--- src/lab_pkg.sv ---
`default_nettype none
package lab_pkg;

    localparam longint unsigned WX = 64'd950456;
    localparam longint unsigned WY = 64'd1000000;
    localparam longint unsigned WZ = 64'd1088754;

    localparam int COEF_W = 20;
    localparam int T_W = 21;
    localparam int F_W = 22;
    localparam int REM_W = 3 * F_W;
    localparam int SQ_W = 2 * F_W;
    localparam int SUM_W = 30;
    localparam int ACC_W = 40;

    localparam logic [COEF_W-1:0] MXR = COEF_W'((((64'd412453 << 21) / WX) + 64'd1) >> 1);
    localparam logic [COEF_W-1:0] MXG = COEF_W'((((64'd357580 << 21) / WX) + 64'd1) >> 1);
    localparam logic [COEF_W-1:0] MXB = COEF_W'((((64'd180423 << 21) / WX) + 64'd1) >> 1);
    localparam logic [COEF_W-1:0] MYR = COEF_W'((((64'd212671 << 21) / WY) + 64'd1) >> 1);
    localparam logic [COEF_W-1:0] MYG = COEF_W'((((64'd715160 << 21) / WY) + 64'd1) >> 1);
    localparam logic [COEF_W-1:0] MYB = COEF_W'((((64'd72169 << 21) / WY) + 64'd1) >> 1);
    localparam logic [COEF_W-1:0] MZR = COEF_W'((((64'd19334 << 21) / WZ) + 64'd1) >> 1);
    localparam logic [COEF_W-1:0] MZG = COEF_W'((((64'd119193 << 21) / WZ) + 64'd1) >> 1);
    localparam logic [COEF_W-1:0] MZB = COEF_W'((((64'd950227 << 21) / WZ) + 64'd1) >> 1);

    localparam logic [29:0] RECIP_255 = 30'd538976289;
    localparam int RECIP_SH = 37;

    localparam logic [T_W-1:0] T_THRESH = T_W'((64'd8856 << 20) / 64'd1000000);
    localparam logic [18:0] K7 = 19'((((64'd7787 << 17) / 64'd1000) + 64'd1) >> 1);
    localparam logic [F_W-1:0] C16 = F_W'((((64'd16 << 21) / 64'd116) + 64'd1) >> 1);
    localparam logic [25:0] K903 = 26'((((64'd9033 << 17) / 64'd10) + 64'd1) >> 1);

    typedef logic [T_W-1:0] t_val_t;
    typedef logic [F_W-1:0] f_val_t;

endpackage
`default_nettype wire

--- src/lab_matrix.sv ---
`default_nettype none
module lab_matrix
(
    input  wire logic            clk,
    input  wire logic            rst_n,
    input  wire logic            en,
    input  wire logic            v_in,
    input  wire logic [7:0]      red,
    input  wire logic [7:0]      green,
    input  wire logic [7:0]      blue,
    output logic                 v_out,
    output lab_pkg::t_val_t      t_x,
    output lab_pkg::t_val_t      t_y,
    output lab_pkg::t_val_t      t_z
);

    localparam int SW = lab_pkg::SUM_W;

    logic          v1_reg;
    logic          v2_reg;
    logic [SW-1:0] sx_reg;
    logic [SW-1:0] sy_reg;
    logic [SW-1:0] sz_reg;
    logic [SW-1:0] sx_next;
    logic [SW-1:0] sy_next;
    logic [SW-1:0] sz_next;
    logic [59:0]   qx;
    logic [59:0]   qy;
    logic [59:0]   qz;
    lab_pkg::t_val_t tx_reg;
    lab_pkg::t_val_t ty_reg;
    lab_pkg::t_val_t tz_reg;

    always_comb
    begin
        sx_next = SW'(lab_pkg::MXR) * SW'(red) + SW'(lab_pkg::MXG) * SW'(green)
                + SW'(lab_pkg::MXB) * SW'(blue) + SW'(127);
        sy_next = SW'(lab_pkg::MYR) * SW'(red) + SW'(lab_pkg::MYG) * SW'(green)
                + SW'(lab_pkg::MYB) * SW'(blue) + SW'(127);
        sz_next = SW'(lab_pkg::MZR) * SW'(red) + SW'(lab_pkg::MZG) * SW'(green)
                + SW'(lab_pkg::MZB) * SW'(blue) + SW'(127);
        qx = (60'(sx_reg) * 60'(lab_pkg::RECIP_255)) >> lab_pkg::RECIP_SH;
        qy = (60'(sy_reg) * 60'(lab_pkg::RECIP_255)) >> lab_pkg::RECIP_SH;
        qz = (60'(sz_reg) * 60'(lab_pkg::RECIP_255)) >> lab_pkg::RECIP_SH;
    end

    always_ff @(posedge clk or negedge rst_n)
    begin
        if (!rst_n)
        begin
            v1_reg <= 1'b0;
            v2_reg <= 1'b0;
        end
        else if (en)
        begin
            v1_reg <= v_in;
            v2_reg <= v1_reg;
        end
    end

    always_ff @(posedge clk)
    begin
        if (en)
        begin
            sx_reg <= sx_next;
            sy_reg <= sy_next;
            sz_reg <= sz_next;
            tx_reg <= qx[lab_pkg::T_W-1:0];
            ty_reg <= qy[lab_pkg::T_W-1:0];
            tz_reg <= qz[lab_pkg::T_W-1:0];
        end
    end

    assign v_out = v2_reg;
    assign t_x = tx_reg;
    assign t_y = ty_reg;
    assign t_z = tz_reg;

endmodule
`default_nettype wire

--- config.mk ---
export PLATFORM = sky130hd
export DESIGN_NAME = lab_matrix
export DESIGN_NICKNAME = d
export VERILOG_FILES = /design/src/lab_pkg.sv /design/src/lab_matrix.sv
export SDC_FILE = /design/constraint.sdc
export NUM_CORES = 2
export LEC_CHECK = 0
export ABC_AREA = 1
export BUFFER_PORTS_ARGS = -buffer_cell sky130_fd_sc_hd__buf_2
export CORE_AREA = 2 2 487 247
export DETAILED_ROUTE_END_ITERATION = 7
export DIE_AREA = 0 0 489 249
export RECOVER_POWER = 50
export SKIP_CTS_REPAIR_TIMING = 1
export SLEW_MARGIN = 10
export SYNTH_ARGS = -nofsm -noshare
export SYNTH_HDL_FRONTEND = slang
export SYNTH_SLANG_ARGS = --single-unit
--- constraint.sdc ---
create_clock -name clk -period 6.6 [get_ports clk]
set_clock_uncertainty 0.2 [all_clocks]
set_input_delay 0.33 -clock clk [delete_from_list [all_inputs] [get_ports clk]]
set_output_delay 0.33 -clock clk [all_outputs]
set_load 0.02 [all_outputs]
Word-level counts from Yosys, hierarchy flattened --
Index checks and enable logic that the tools add are counted.
Operators by class: add/sub/neg operators 9, $mul 12
Operators by type and width (count):
- $mul A30 B30 Y58 const B | 3
- $add A29 B7 Y30 const B | 2
- $add A26 B28 Y29 | 2
- $mul A18 B8 Y26 const A | 2
- $mul A17 B8 Y25 const A | 2
- $mul A16 B8 Y24 const A | 2
- $add A29 B25 Y30 | 1
- $add A30 B7 Y30 const B | 1
- $add A28 B26 Y29 | 1
- $add A27 B27 Y28 | 1
- $mul A20 B8 Y28 const A | 1
- $mul A19 B8 Y27 const A | 1
- $add A23 B25 Y26 | 1
- $mul A15 B8 Y23 const A | 1
Storage, ports and cells: bits in registers 155, bits of input ports 28, logic and storage cells 29

Logic depth before layout (Yosys ltp) --
depth in word-level cells 4, gate-level depth with buffers 34

Worst setup path before layout --
No wires, ideal clock.
path type input to register, start point input port red[5], end point register sx_reg[24], data pin, arrival 6.606 ns, path slack -0.466 ns, cell stages on the path 26, buffers on the path 0, cell sequence fa_1 fa_1 fa_1 inv_1 fa_1 inv_1 ha_1 a21oi_1 nand2_1 a21oi_2 xnor2_1 ha_1 ha_1 inv_1 fa_1 inv_1 fa_1 fa_1 ha_1 nand2_1 inv_1 a21oi_1 o21ai_0 nand2_1 nand3_1 xor2_1
Between the ends: longest elaborated chain between the ends 4
RTL lines:
- start: declaration | RTL line lab_matrix.sv:8 | input wire logic [7:0] red,
- $mul A16 B8 Y24 | RTL line lab_matrix.sv:36 | sx_next = SW'(lab_pkg::MXR) * SW'(red) + SW'(lab_pkg::MXG) * SW'(green)
- $add A27 B27 Y28 | RTL line lab_matrix.sv:36
- $add A28 B26 Y29 | RTL line lab_matrix.sv:37 | + SW'(lab_pkg::MXB) * SW'(blue) + SW'(127);
- $add A29 B7 Y30 | RTL line lab_matrix.sv:37
- via sx_next[24] | RTL line lab_matrix.sv:24 | logic [SW-1:0] sx_next;
- end signal: assignment | RTL line lab_matrix.sv:65 | sx_reg <= sx_next;
- end: declaration | RTL line lab_matrix.sv:21 | logic [SW-1:0] sx_reg;
The timed path passes the listed nets, and every way through them passes these cells. A chain may end at the register's enable or synchronous reset.

Final worst setup path --
start point input port red[5], end point register sy_reg[27], data pin
Between the ends: longest elaborated chain between the ends 4
RTL lines:
- $mul A17 B8 Y25 | RTL line lab_matrix.sv:38 | sy_next = SW'(lab_pkg::MYR) * SW'(red) + SW'(lab_pkg::MYG) * SW'(green)
- $add A26 B28 Y29 | RTL line lab_matrix.sv:38
- $add A29 B25 Y30 | RTL line lab_matrix.sv:39 | + SW'(lab_pkg::MYB) * SW'(blue) + SW'(127);
- $add A30 B7 Y30 | RTL line lab_matrix.sv:39
- via sy_next[27] | RTL line lab_matrix.sv:25 | logic [SW-1:0] sy_next;
- end signal: assignment | RTL line lab_matrix.sv:66 | sy_reg <= sy_next;
- end: declaration | RTL line lab_matrix.sv:22 | logic [SW-1:0] sy_reg;
The timed path passes the listed nets, and every way through them passes these cells.

==> flow_summary.toml <==
[floorplan]
row_count = 89
core-area_mm2 = 0.117
start_util = 0.428
die_x_um = 489
boundaryPins = 92
fp.dieArea_mm2 = 0.122
fp.dieH_um = 249

[logic_synthesis]
yosys_most_used_dff = "sky130_fd_sc_hd__edfxtp_1"
post_synth_instance_area_mm2 = 0.0502
yosysSeqAreaShare = 0.0920
post_synth.cell_area_avg_um2 = 8.28
synthesis.nets = 7916
yosys_warnings = 0
post_synth_edffs = 152
synth_async_sr_flop_share = 0.0130
ys_seq_elements = 154
number_of_instances_in_the_synthesized_netlist = 6058
synthDistinctLibCells = 48

[route]
route.vias.total = 42700
firstDrtPassIters = 6
final_antenna_net_count = 0
routedWlPerCell_um = 19.7
routed_wirelength_um = 164000
drc_errors_left = 0
detail_route.iter0.violations = 2781
post_drt_via_cell_ratio = 5.13

[critical_path]
cp_max_stage_delay_ps = 620
crit_path_top_delay_cell = "sky130_fd_sc_hd__fa_2"
critical_path.most_common_cell = "sky130_fd_sc_hd__inv_2"
timing.critical_path.from_type = "primary input"
setup.worst_path.end_class = "flip-flop"
timing.critical_path.arrival_ps = 6970
timing.reg2reg.worst_path_depth = 17
critical_path_class = "primary input to flip-flop"
critPathRequiredTime_ps = 6740
largest_fanout_on_the_critical_path = 4

[clocking]
cts_max_level = 4
cts_made_buffers = 17
cts_buffer_depth = 2
clock-sinks = 154
clock-root-buffer = "sky130_fd_sc_hd__clkbuf_16"
path_clk_slew_ps = 70
clkLatencyLatePin_ps = 510
tritoncts = "built"

[global_route]
grt-ovfl-total = 0
pin_count_of_the_biggest_net_entering_global_routing = 68
grt_first_pass_wirelength_um = 249000
via_count_of_the_first_global_routing_pass = 42600
grt_util_all_layers = 0.268
antenna_violations_before_repair = 1

[timing]
timing.final.crit_share = 1.03
setup_repair_after_global_routing_missed_its_margin = "yes"
slew-limit-headroom = -1.48
finalHoldViolations = 0
hold_slack_ps = 323
max_freq_mhz = 146
final_setup_violation_count = 26
timing.final.ws_setup_ps = -230
period_minus_slack_ps = 6830
totalNegativeSetupSlack_ps = -3190
tightest_slew_ps = 3710
timing_max_transition_violations_final = 114

[min_path]
worstHoldPathCells = 2
holdCritPathClass = "flip-flop to flip-flop"

[run_status]
failed_checks = "max-capacitance violations, max-slew violations, negative setup slack"
run_status = "finished with violations"

[final_layout]
post-route-cell-area_mm2 = 0.0599
share_of_post_route_cells_with_drive_strength_above_1 = 0.159
nFillCells = 11400
postLayoutCoreUtil = 0.510
flow.area_growth_from_synthesis_pct = 19.3
nets = 8576

[place]
placedInstanceArea_mm2 = 0.0569
hpwl_dp_um = 147000
globalplace.congestion = 1.02
count_of_buffers_from_port_buffering = 91

[run]
drv_cap = 2
cell families (layout without fill, tap and decap cells):
family,Yosys count,in the layout,synth area share
other,0,1,0
XOR/XNOR,161,161,0.0281
adder cells (fa/ha/maj),1830,1830,0.538
flip-flops,154,154,0.0920
AND/OR/NAND/NOR,1769,1769,0.151
buffers and inverters,1378,2051,0.103
AO/OA/AOI/OAI,766,766,0.0874
layout by cell type, fill, tap and decap left out, types with 26 or more instances in the layout:
master	n
sky130_fd_sc_hd__a21o_1	43
sky130_fd_sc_hd__nand2_1	885
sky130_fd_sc_hd__inv_1	1334
sky130_fd_sc_hd__nand4_1	90
sky130_fd_sc_hd__xnor2_1	47
sky130_fd_sc_hd__inv_2	38
sky130_fd_sc_hd__fa_1	535
sky130_fd_sc_hd__nor2_1	352
sky130_fd_sc_hd__nor3_1	47
sky130_fd_sc_hd__nor2_4	26
sky130_fd_sc_hd__a21oi_1	299
sky130_fd_sc_hd__a21oi_2	47
sky130_fd_sc_hd__edfxtp_1	152
sky130_fd_sc_hd__ha_1	1209
sky130_fd_sc_hd__nor2_2	32
sky130_fd_sc_hd__o21bai_1	49
sky130_fd_sc_hd__xor2_1	97
sky130_fd_sc_hd__nand2_2	56
sky130_fd_sc_hd__nand3_1	178
sky130_fd_sc_hd__o21ai_0	171
sky130_fd_sc_hd__clkbuf_1	59
sky130_fd_sc_hd__buf_4	528
sky130_fd_sc_hd__ha_4	66
synth_stat cells (all sizes together) (2+ instances only):
cell    instances  area (um^2)
inv          1376         5160
nor3           70          420
o31ai           5         37.5
o211ai          4         30.0
a21boi         19          161
a221oi          5         43.8
xnor2          56          490
nand2         960         3660
or2             6         37.5
fa            549        11000
nand4          90          563
nand3b          7         52.6
and2            4         25.0
o21a           16          120
edfxtp        152         4560
a31oi          19          119
a31o            2         17.5
a21oi         367         1880
nor4           18          138
nor2          410         1620
o21bai         56          439
o21ai         225         1170
dfrtp           2         50.1
ha           1281        16000
xor2          105          920
nand3         203         1060
a211oi          3         22.5
a21o           43          323
worst max-delay path, delay by kind of cell:
family	cells	cell delay [ps]
buf+inv	9	570
fa+ha+maj	11	4900
xor+xnor	2	440
compound gates	3	290
simple gates	5	430
area by class of cell:
cell class	count	area [um^2]	area share
antenna	1	2.50	0.0000418
clock buffer	17	425	0.00711
clock inverter	15	200	0.00334
inverter	1377	5180	0.0866
multi-input combinational	4526	42800	0.715
sequential	154	4610	0.0771
tap	1592	1990	0.0333
timing repair buffer	642	4660	0.0779
metal layers:
layer / vias to the layer above / wire length, um / global-route usage
li1: 21000 / - / -
met1: 20500 / 78700 / 0.388
met2: 1068 / 72200 / 0.425
met3: 172 / 8830 / 0.0276
met4: 2 / 4160 / 0.0671
met5: - / 13 / 0
metrics by stage:
step	worst slack [ps]	cells
2_1_floorplan	-110	6058
3_3_place_gp	-808	8266
3_5_place_dp	-868	8266
4_1_cts	-314	8298
5_1_grt	-436	8323
6_report	-230	8324
final timing paths:
path / from / endpoint / slack (ps)
setup / recovery: red[5] / sy_reg[27] / -230
hold / removal: v1_reg / v_out / 320
setup reg to reg: sz_reg[10] / t_z[18] / 1560
hold reg to reg: v1_reg / v_out / 320
max in group asynchronous: rst_n / v1_reg / 5580
min in group asynchronous: rst_n / v_out / 480
Power is left out: the tool's default activity adds up to more than one toggle a clock period on the data nets, which glitch-free logic cannot reach.
