===== config.mk =====
export PLATFORM = sky130hd
export DESIGN_NAME = lab_finish
export DESIGN_NICKNAME = d
export VERILOG_FILES = /design/src/lab_pkg.sv /design/src/lab_finish.sv
export SDC_FILE = /design/constraint.sdc
export NUM_CORES = 2
export LEC_CHECK = 0
export ABC_CLOCK_PERIOD_IN_PS = 5500
export BUFFER_PORTS_ARGS = -buffer_cell sky130_fd_sc_hd__buf_2
export CAP_MARGIN = 20
export CORE_MARGIN = 4
export CORE_UTILIZATION = 59
export CTS_BUF_LIST = sky130_fd_sc_hd__clkbuf_2 sky130_fd_sc_hd__clkbuf_4 sky130_fd_sc_hd__clkbuf_8
export DETAILED_ROUTE_END_ITERATION = 6
export PLACE_DENSITY_LB_ADDON = 0.05
export SLEW_MARGIN = 5
export SYNTH_ARGS = -nofsm -noshare
export SYNTH_HDL_FRONTEND = slang
export SYNTH_SLANG_ARGS = --single-unit

===== constraint.sdc =====
create_clock -name clk -period 5.5 [get_ports clk]
set_clock_uncertainty 0.05 [all_clocks]
set_input_delay 0.825 -clock clk [delete_from_list [all_inputs] [get_ports clk]]
set_output_delay 0.825 -clock clk [all_outputs]
set_load 0.1 [all_outputs]

===== src/lab_pkg.sv =====
`default_nettype none
package lab_pkg;

    localparam longint unsigned WX = 64'd950456;
    localparam longint unsigned WY = 64'd1000000;
    localparam longint unsigned WZ = 64'd1088754;

    localparam int COEF_W = 20;
    localparam int T_W = 21;
    localparam int F_W = 22;
    localparam int REM_W = 3 * F_W;
    localparam int SQ_W = 2 * F_W;
    localparam int SUM_W = 30;
    localparam int ACC_W = 40;

    localparam logic [COEF_W-1:0] MXR = COEF_W'((((64'd412453 << 21) / WX) + 64'd1) >> 1);
    localparam logic [COEF_W-1:0] MXG = COEF_W'((((64'd357580 << 21) / WX) + 64'd1) >> 1);
    localparam logic [COEF_W-1:0] MXB = COEF_W'((((64'd180423 << 21) / WX) + 64'd1) >> 1);
    localparam logic [COEF_W-1:0] MYR = COEF_W'((((64'd212671 << 21) / WY) + 64'd1) >> 1);
    localparam logic [COEF_W-1:0] MYG = COEF_W'((((64'd715160 << 21) / WY) + 64'd1) >> 1);
    localparam logic [COEF_W-1:0] MYB = COEF_W'((((64'd72169 << 21) / WY) + 64'd1) >> 1);
    localparam logic [COEF_W-1:0] MZR = COEF_W'((((64'd19334 << 21) / WZ) + 64'd1) >> 1);
    localparam logic [COEF_W-1:0] MZG = COEF_W'((((64'd119193 << 21) / WZ) + 64'd1) >> 1);
    localparam logic [COEF_W-1:0] MZB = COEF_W'((((64'd950227 << 21) / WZ) + 64'd1) >> 1);

    localparam logic [29:0] RECIP_255 = 30'd538976289;
    localparam int RECIP_SH = 37;

    localparam logic [T_W-1:0] T_THRESH = T_W'((64'd8856 << 20) / 64'd1000000);
    localparam logic [18:0] K7 = 19'((((64'd7787 << 17) / 64'd1000) + 64'd1) >> 1);
    localparam logic [F_W-1:0] C16 = F_W'((((64'd16 << 21) / 64'd116) + 64'd1) >> 1);
    localparam logic [25:0] K903 = 26'((((64'd9033 << 17) / 64'd10) + 64'd1) >> 1);

    typedef logic [T_W-1:0] t_val_t;
    typedef logic [F_W-1:0] f_val_t;

endpackage
`default_nettype wire


===== src/lab_finish.sv =====
`default_nettype none
module lab_finish
#(
    parameter int FRAC_BITS = 8
)
(
    input  wire logic            clk,
    input  wire logic            rst_n,
    input  wire logic            en,
    input  wire logic            v_in,
    input  wire lab_pkg::t_val_t t_x,
    input  wire lab_pkg::t_val_t t_y,
    input  wire lab_pkg::t_val_t t_z,
    input  wire lab_pkg::f_val_t c_x,
    input  wire lab_pkg::f_val_t c_y,
    input  wire lab_pkg::f_val_t c_z,
    output logic                 v_out,
    output logic [14:0]          lightness,
    output logic signed [15:0]   green_red,
    output logic signed [15:0]   blue_yellow
);

    localparam int AW = lab_pkg::ACC_W;
    localparam int SH = 20 - FRAC_BITS;
    localparam logic signed [AW-1:0] HALF = AW'(1) <<< (SH - 1);
    localparam longint LMAX_RAW = 64'(100) << FRAC_BITS;
    localparam logic signed [AW-1:0] L_HI = (LMAX_RAW < 64'(32767)) ? AW'(LMAX_RAW)
                                                                    : AW'(32767);
    localparam logic signed [AW-1:0] C_HI = AW'(32767);
    localparam logic signed [AW-1:0] C_LO = -AW'(32768);

    logic [2:0]              v_reg;
    logic [33:0]             lin_x;
    logic [33:0]             lin_y;
    logic [33:0]             lin_z;
    logic [39:0]             llin_p;
    lab_pkg::f_val_t         fx;
    lab_pkg::f_val_t         fy;
    lab_pkg::f_val_t         fz;
    logic                    big_y_reg;
    lab_pkg::f_val_t         fy_reg;
    logic signed [23:0]      dxy_reg;
    logic signed [23:0]      dyz_reg;
    logic [23:0]             llin_reg;
    logic signed [AW-1:0]    l_reg;
    logic signed [AW-1:0]    a_reg;
    logic signed [AW-1:0]    b_reg;
    logic signed [AW-1:0]    l_next;
    logic signed [AW-1:0]    lr;
    logic signed [AW-1:0]    ar;
    logic signed [AW-1:0]    br;
    logic [14:0]             l_out_reg;
    logic signed [15:0]      a_out_reg;
    logic signed [15:0]      b_out_reg;

    always_comb
    begin
        lin_x = ((34'(lab_pkg::K7) * 34'(t_x[13:0]) + 34'(32768)) >> 16) + 34'(lab_pkg::C16);
        lin_y = ((34'(lab_pkg::K7) * 34'(t_y[13:0]) + 34'(32768)) >> 16) + 34'(lab_pkg::C16);
        lin_z = ((34'(lab_pkg::K7) * 34'(t_z[13:0]) + 34'(32768)) >> 16) + 34'(lab_pkg::C16);
        llin_p = (40'(lab_pkg::K903) * 40'(t_y[13:0]) + 40'(32768)) >> 16;
        fx = (t_x > lab_pkg::T_THRESH) ? c_x : lin_x[lab_pkg::F_W-1:0];
        fy = (t_y > lab_pkg::T_THRESH) ? c_y : lin_y[lab_pkg::F_W-1:0];
        fz = (t_z > lab_pkg::T_THRESH) ? c_z : lin_z[lab_pkg::F_W-1:0];
        l_next = big_y_reg ? (AW'(fy_reg) * AW'(116) - (AW'(16) <<< 20)) : AW'(llin_reg);
        lr = (l_reg + HALF) >>> SH;
        ar = (a_reg + HALF) >>> SH;
        br = (b_reg + HALF) >>> SH;
    end

    always_ff @(posedge clk or negedge rst_n)
    begin
        if (!rst_n)
        begin
            v_reg <= '0;
        end
        else if (en)
        begin
            v_reg <= {v_reg[1:0], v_in};
        end
    end

    always_ff @(posedge clk)
    begin
        if (en)
        begin
            big_y_reg <= t_y > lab_pkg::T_THRESH;
            fy_reg <= fy;
            dxy_reg <= $signed({2'b00, fx}) - $signed({2'b00, fy});
            dyz_reg <= $signed({2'b00, fy}) - $signed({2'b00, fz});
            llin_reg <= llin_p[23:0];
            l_reg <= l_next;
            a_reg <= AW'(dxy_reg) * AW'(500);
            b_reg <= AW'(dyz_reg) * AW'(200);
            if (lr < 0)
            begin
                l_out_reg <= '0;
            end
            else if (lr > L_HI)
            begin
                l_out_reg <= L_HI[14:0];
            end
            else
            begin
                l_out_reg <= lr[14:0];
            end
            if (ar < C_LO)
            begin
                a_out_reg <= C_LO[15:0];
            end
            else if (ar > C_HI)
            begin
                a_out_reg <= C_HI[15:0];
            end
            else
            begin
                a_out_reg <= ar[15:0];
            end
            if (br < C_LO)
            begin
                b_out_reg <= C_LO[15:0];
            end
            else if (br > C_HI)
            begin
                b_out_reg <= C_HI[15:0];
            end
            else
            begin
                b_out_reg <= br[15:0];
            end
        end
    end

    assign v_out = v_reg[2];
    assign lightness = l_out_reg;
    assign green_red = a_out_reg;
    assign blue_yellow = b_out_reg;

endmodule
`default_nettype wire


# Word-level counts from Yosys, hierarchy flattened
# Cells that the tools add are included.
[word_totals]
regBits = 248
in_bits = 133
out_inout_bits = 48
wordCells = 51
[classes]
add_sub_neg = 13
multipliers = 7
magnitude_cmp = 9
n_mux = 7
n_reduce_logical = 1
[op_table]
columns = ["operator", "count"]
rows = [
  ["adder 33 x 16 -> 34 bit, second input constant", 3],
  ["multiplier 19 x 14 -> 33 bit, first input constant", 3],
  ["adder 40 x 13 -> 40 bit, second input constant", 2],
  ["2-to-1 mux 22 bit", 3],
  ["> comparator 21 x 14 -> 1 bit, second input constant", 3],
  ["adder 18 x 18 -> 19 bit, second input constant", 3],
  ["> comparator 28 x 16 -> 1 bit, second input constant", 2],
  ["< comparator 28 x 16 -> 1 bit, second input constant", 2],
  ["subtractor 22 x 22 -> 23 bit", 2],
  ["adder 40 x 16 -> 40 bit, second input constant", 1],
  ["multiplier 26 x 14 -> 40 bit, first input constant", 1],
  ["2-to-1 mux 16 bit", 2],
  ["adder 30 x 13 -> 31 bit, second input constant", 1],
  ["multiplier 23 x 8 -> 31 bit, second input constant", 1],
  ["subtractor 29 x 25 -> 30 bit, second input constant", 1],
  ["multiplier 23 x 6 -> 29 bit, second input constant", 1],
  ["multiplier 22 x 5 -> 27 bit, second input constant", 1],
  ["2-to-1 mux 24 bit", 1],
  ["> comparator 19 x 16 -> 1 bit, second input constant", 1],
  ["< comparator 19 x 1 -> 1 bit, second input constant", 1],
  ["2-to-1 mux 15 bit", 1],
  ["OR reduction 2 bit", 1],
]

# Longest topological paths before layout
[logic_depth]
ltp_word = 5
depth_mapped = 41
mapped_depth_nobuf = 41

# Worst setup path before layout
# Ideal clock, no wire load.
[synth_timing]
path_type = "input to register"
from = "in t_y[11]"
to = "reg dxy_reg[20] (data pin)"
setup_time_ps = 261
arrival_time_ps = 8645
required_ps = 5189
slack_ps = -3456
stages = 36
path_buffers = 0
cell_sequence = "fa_1 -> inv_1 -> fa_1 -> inv_1 -> fa_1 -> fa_1 -> fa_1 -> inv_1 -> fa_1 -> inv_1 -> ha_1 -> nand2_1 -> nor3_1 -> a41oi_1 -> nand2_1 -> xor2_1 -> or3_4 -> xnor2_1 -> nor2_1 -> a21o_1 -> inv_1 -> ha_1 -> o21ai_0 -> a21boi_0 -> o21ai_0 -> a21boi_0 -> o21ai_0 -> a21boi_0 -> o21ai_0 -> nand2b_1 -> a31o_2 -> a21o_1 -> a21oi_1 -> o21ai_0 -> a21o_1 -> o311a_1"
[synth_via]
elab_chain_cells = 5
elab_cells_between_ends = 6
classes_between = "3 x add/sub; 1 x mul; 1 x order compare; 1 x mux"
[synth_lines]
columns = ["item", "line_no", "source"]
rows = [
  ["from (decl)", "lab_finish.sv:12", "input wire lab_pkg::t_val_t t_y,"],
  ["multiplier 19 x 14 -> 33 bit", "lab_finish.sv:59", "lin_y = ((34'(lab_pkg::K7) * 34'(t_y[13:0]) + 34'(32768)) >> 16) + 34'(lab_pkg::C16);"],
  ["adder 33 x 16 -> 34 bit", "lab_finish.sv:59", ""],
  ["adder 18 x 18 -> 19 bit", "lab_finish.sv:59", ""],
  ["2-to-1 mux 22 bit (*)", "lab_finish.sv:63", "fy = (t_y > lab_pkg::T_THRESH) ? c_y : lin_y[lab_pkg::F_W-1:0];"],
  ["named net fy[3]", "lab_finish.sv:38", "lab_pkg::f_val_t fy;"],
  ["subtractor 22 x 22 -> 23 bit (*)", "lab_finish.sv:89", "dxy_reg <= $signed({2'b00, fx}) - $signed({2'b00, fy});"],
  ["to (signal assigned)", "lab_finish.sv:89", ""],
  ["to (decl)", "lab_finish.sv:42", "logic signed [23:0] dxy_reg;"],
]
# The timed path passes the listed nets; every way through them passes the cells marked *.
# A chain may end at the register's enable or synchronous reset.

# Final worst setup path
[layout_timing]
from = "in t_y[13]"
to = "reg dyz_reg[19] (data pin)"
[layout_via]
elab_chain_cells = 5
elab_cells_between_ends = 6
classes_between = "3 x add/sub; 1 x mul; 1 x order compare; 1 x mux"
[layout_lines]
columns = ["item", "line_no", "source"]
rows = [
  ["multiplier 19 x 14 -> 33 bit", "lab_finish.sv:59", ""],
  ["adder 33 x 16 -> 34 bit", "lab_finish.sv:59", ""],
  ["adder 18 x 18 -> 19 bit", "lab_finish.sv:59", ""],
  ["2-to-1 mux 22 bit (*)", "lab_finish.sv:63", ""],
  ["named net fy[3]", "lab_finish.sv:38", ""],
  ["subtractor 22 x 22 -> 23 bit (*)", "lab_finish.sv:90", "dyz_reg <= $signed({2'b00, fy}) - $signed({2'b00, fz});"],
  ["to (signal assigned)", "lab_finish.sv:90", ""],
  ["to (decl)", "lab_finish.sv:43", "logic signed [23:0] dyz_reg;"],
]
# Marked as above.

==> reports/qor.yml <==
placement:
  portBuffers: 180
  gp_congestion: 0.951
  place_worst_setup_slack_ps: -3430
  place_hpwl_um: 81600
  placed_area_sq_mm: 0.0465
grt:
  antenna_found_initial: 3
  grt_first_pass_wirelength_um: 155000
  grt_overflow: 0
  grt_pass1_vias: 30511
  grt_max_degree: 101
  track_usage_pct: 27.5
synth:
  synth_nets: 5241
  synth_top_area_share_pct: 27.6
  synth_most_common_cell: "ha_1"
  synth_area_sq_mm: 0.0386
  ys_seq_area_share_pct: 15.0
  yosysTopAreaCell: "fa_1"
  syn_avg_cell_area_sq_um: 10.2
  synth_cells: 3797
  synth_seq_cells: 194
  synth.distinct_cells: 91
  synth_edf_count: 191
  synth_common_cells: "ha_1 (778), inv_1 (762), fa_1 (533)"
  synth-async-reset-ratio_pct: 1.55
  ys_top_cells_by_area: "fa_1 (28%), ha_1 (25%), edfxtp_1 (15%)"
  yosys_warnings: 0
  synth_flop_cell: "edfxtp_1"
worst_setup_path:
  r2r-start: "dxy_reg[2]$_DFFE_PP_"
  critPathLaunchType: "input pin"
  cp.required_ps: 5720
  critPathMaxFanout: 4
  slowest_delay_ps: 580
  crit_type: "input pin to flip-flop"
  critPathArrivalTime_ps: 8430
  critPathLaunch: "t_y[13]"
  worstSetupEndpointType: "flip-flop"
  crit_slowest_cell: "fa_2"
cts:
  cts.root.buffer_cell: "clkbuf_8"
  cts_sinks: 194
  clk_latency_ps: 510
  htree_levels: 4
  cts_tree: "built"
  tritoncts.num_buffers: 17
  cts.clk_slew.worst_paths_ps: 100
  clk_path_buf_depth: 2
die:
  core-area_sq_mm: 0.0647
  initial_utilization_pct: 59.7
  io_pins: 181
  chipWidth_um: 264
  die_h_um: 264
  rows: 93
  dieArea_sq_mm: 0.0696
drt:
  drt_iter0_markers: 1451
  drt-vias-per-instance: 5.28
  ant_nets: 0
  routed_wirelength_um: 96000
  num_vias: 29520
  drc_errors: 0
  first_pass_iters: 7
  wire_per_inst_um: 17.2
timing:
  setup_viol: 74
  worst_pin_slew_ps: 917
  rsz0062_at_grt: "true"
  hold_viol_final: 0
  fmax_ghz: 0.122
  period_needed_ps: 8210
  slew_headroom_pct: 38.4
  fin_ws_ps: -2710
  fin_crit_sh_pct: 149
  drv_slew: 0
layout:
  area_growth_pct: 28.4
  final_util_pct: 76.7
  regArea_sq_mm: 0.00581
  drive_above_1_share_pct: 30.7
  stdcell_area_sq_mm: 0.0496
  multi_input_area_sq_mm: 0.0324
  fillCellCount: 4503
  nNetsFinal: 6161
hold_path:
  hold_class: "flip-flop to flip-flop"
  hold_path.startpoint: "v_reg[1]$_DFFE_PN0P_"
run:
  maxCapViolations: 0
status:
  status: "finished, violations left"
  violations: "negative setup slack"
-- layer usage --
layer / GRT usage (%) / wire [um] / up-vias
met4: 7.50 / 2820 / 0
li1: - / - / 14463
met1: 40.3 / 44100 / 14303
met5: 0 / 0 / -
met3: 3.05 / 4730 / 124
met2: 43.9 / 44400 / 630
-- critical path, delay by kind of cell --
kind	cells	cell delay (ps)
AO/OA/AOI/OAI	13	2260
XOR/XNOR	3	400
adder cells (fa/ha/maj)	8	3610
buffers and inverters	6	430
AND/OR/NAND/NOR	6	890
-- final cells by class --
| type | instances | share of cell area (%) |
|---|---|---|
| timing repair buffer | 941 | 14.3 |
| clock buffer | 17 | 0.472 |
| multi-input combinational | 2801 | 65.2 |
| antenna | 3 | 0.0151 |
| inverter | 762 | 5.80 |
| clock inverter | 15 | 0.343 |
| tap | 855 | 2.16 |
| sequential | 194 | 11.7 |
-- kinds of logic (layout without fill, tap and decap cells) --
| kind of cell | Yosys count | after routing | synth area share (%) |
|---|---|---|---|
| buf+inv | 802 | 1735 | 7.80 |
| compound gates | 552 | 552 | 9.51 |
| simple gates | 670 | 670 | 8.54 |
| xor+xnor | 230 | 230 | 5.25 |
| flops | 194 | 194 | 15.0 |
| other cells | 0 | 3 | 0 |
| fa+ha+maj | 1311 | 1311 | 52.8 |
| mux | 38 | 38 | 1.05 |
-- cell usage in the layout (no fill, tap or decap), types with 13 or more instances in the layout --
master / n
buf_4: 700
edfxtp_1: 191
nand2b_1: 19
and3_1: 32
nand2_2: 13
fa_1: 499
inv_2: 42
nor2_2: 21
fa_2: 34
o21ai_1: 25
ha_1: 710
xor2_1: 74
nand4_1: 19
nor3_1: 48
clkbuf_8: 18
buf_6: 66
xnor2_1: 132
o21ai_2: 35
a21o_1: 55
o21a_1: 33
xnor2_2: 16
nor2_1: 146
a21oi_1: 115
and2_1: 40
o21ai_0: 51
a21oi_2: 42
inv_1: 713
nor2b_1: 25
mux2i_1: 20
mux2_2: 16
buf_2: 158
nand3_1: 51
ha_4: 58
nand2_1: 136
-- stage by stage --
step	hold WS [ps]	std cells	TNS, ps
2_1_floorplan	425	3797	-100700
3_3_place_gp	437	5473	-147170
3_5_place_dp	442	5473	-153530
4_1_cts	448	5558	-92810
5_1_grt	459	5587	-117360
6_report	476	5588	-104030
-- path summary, 6_finish.rpt --
kind	to	depth (start not counted)	slack, ps
min reg2reg	v_reg[1]$_DFFE_PN0P_	1	480
max	dyz_reg[19]$_DFFE_PP_	36	-2710
max reg2reg	a_reg[38]$_DFFE_PP_	23	170
max in group asynchronous	v_reg[2]$_DFFE_PN0P_	2	4720
min	v_reg[1]$_DFFE_PN0P_	1	480
min in group asynchronous	v_reg[0]$_DFFE_PN0P_	2	570
-- repair_timing --
action	in CTS	in global routing
pin swaps	222	146
resized for setup	281	196
endpoints found under the hold margin	3	0
setup endpoints to repair	77	87
hold buffers	1	0
setup buffers	74	34
Power is left out: the tool's default activity adds up to more than one toggle a clock period on the data nets, which glitch-free logic cannot reach.
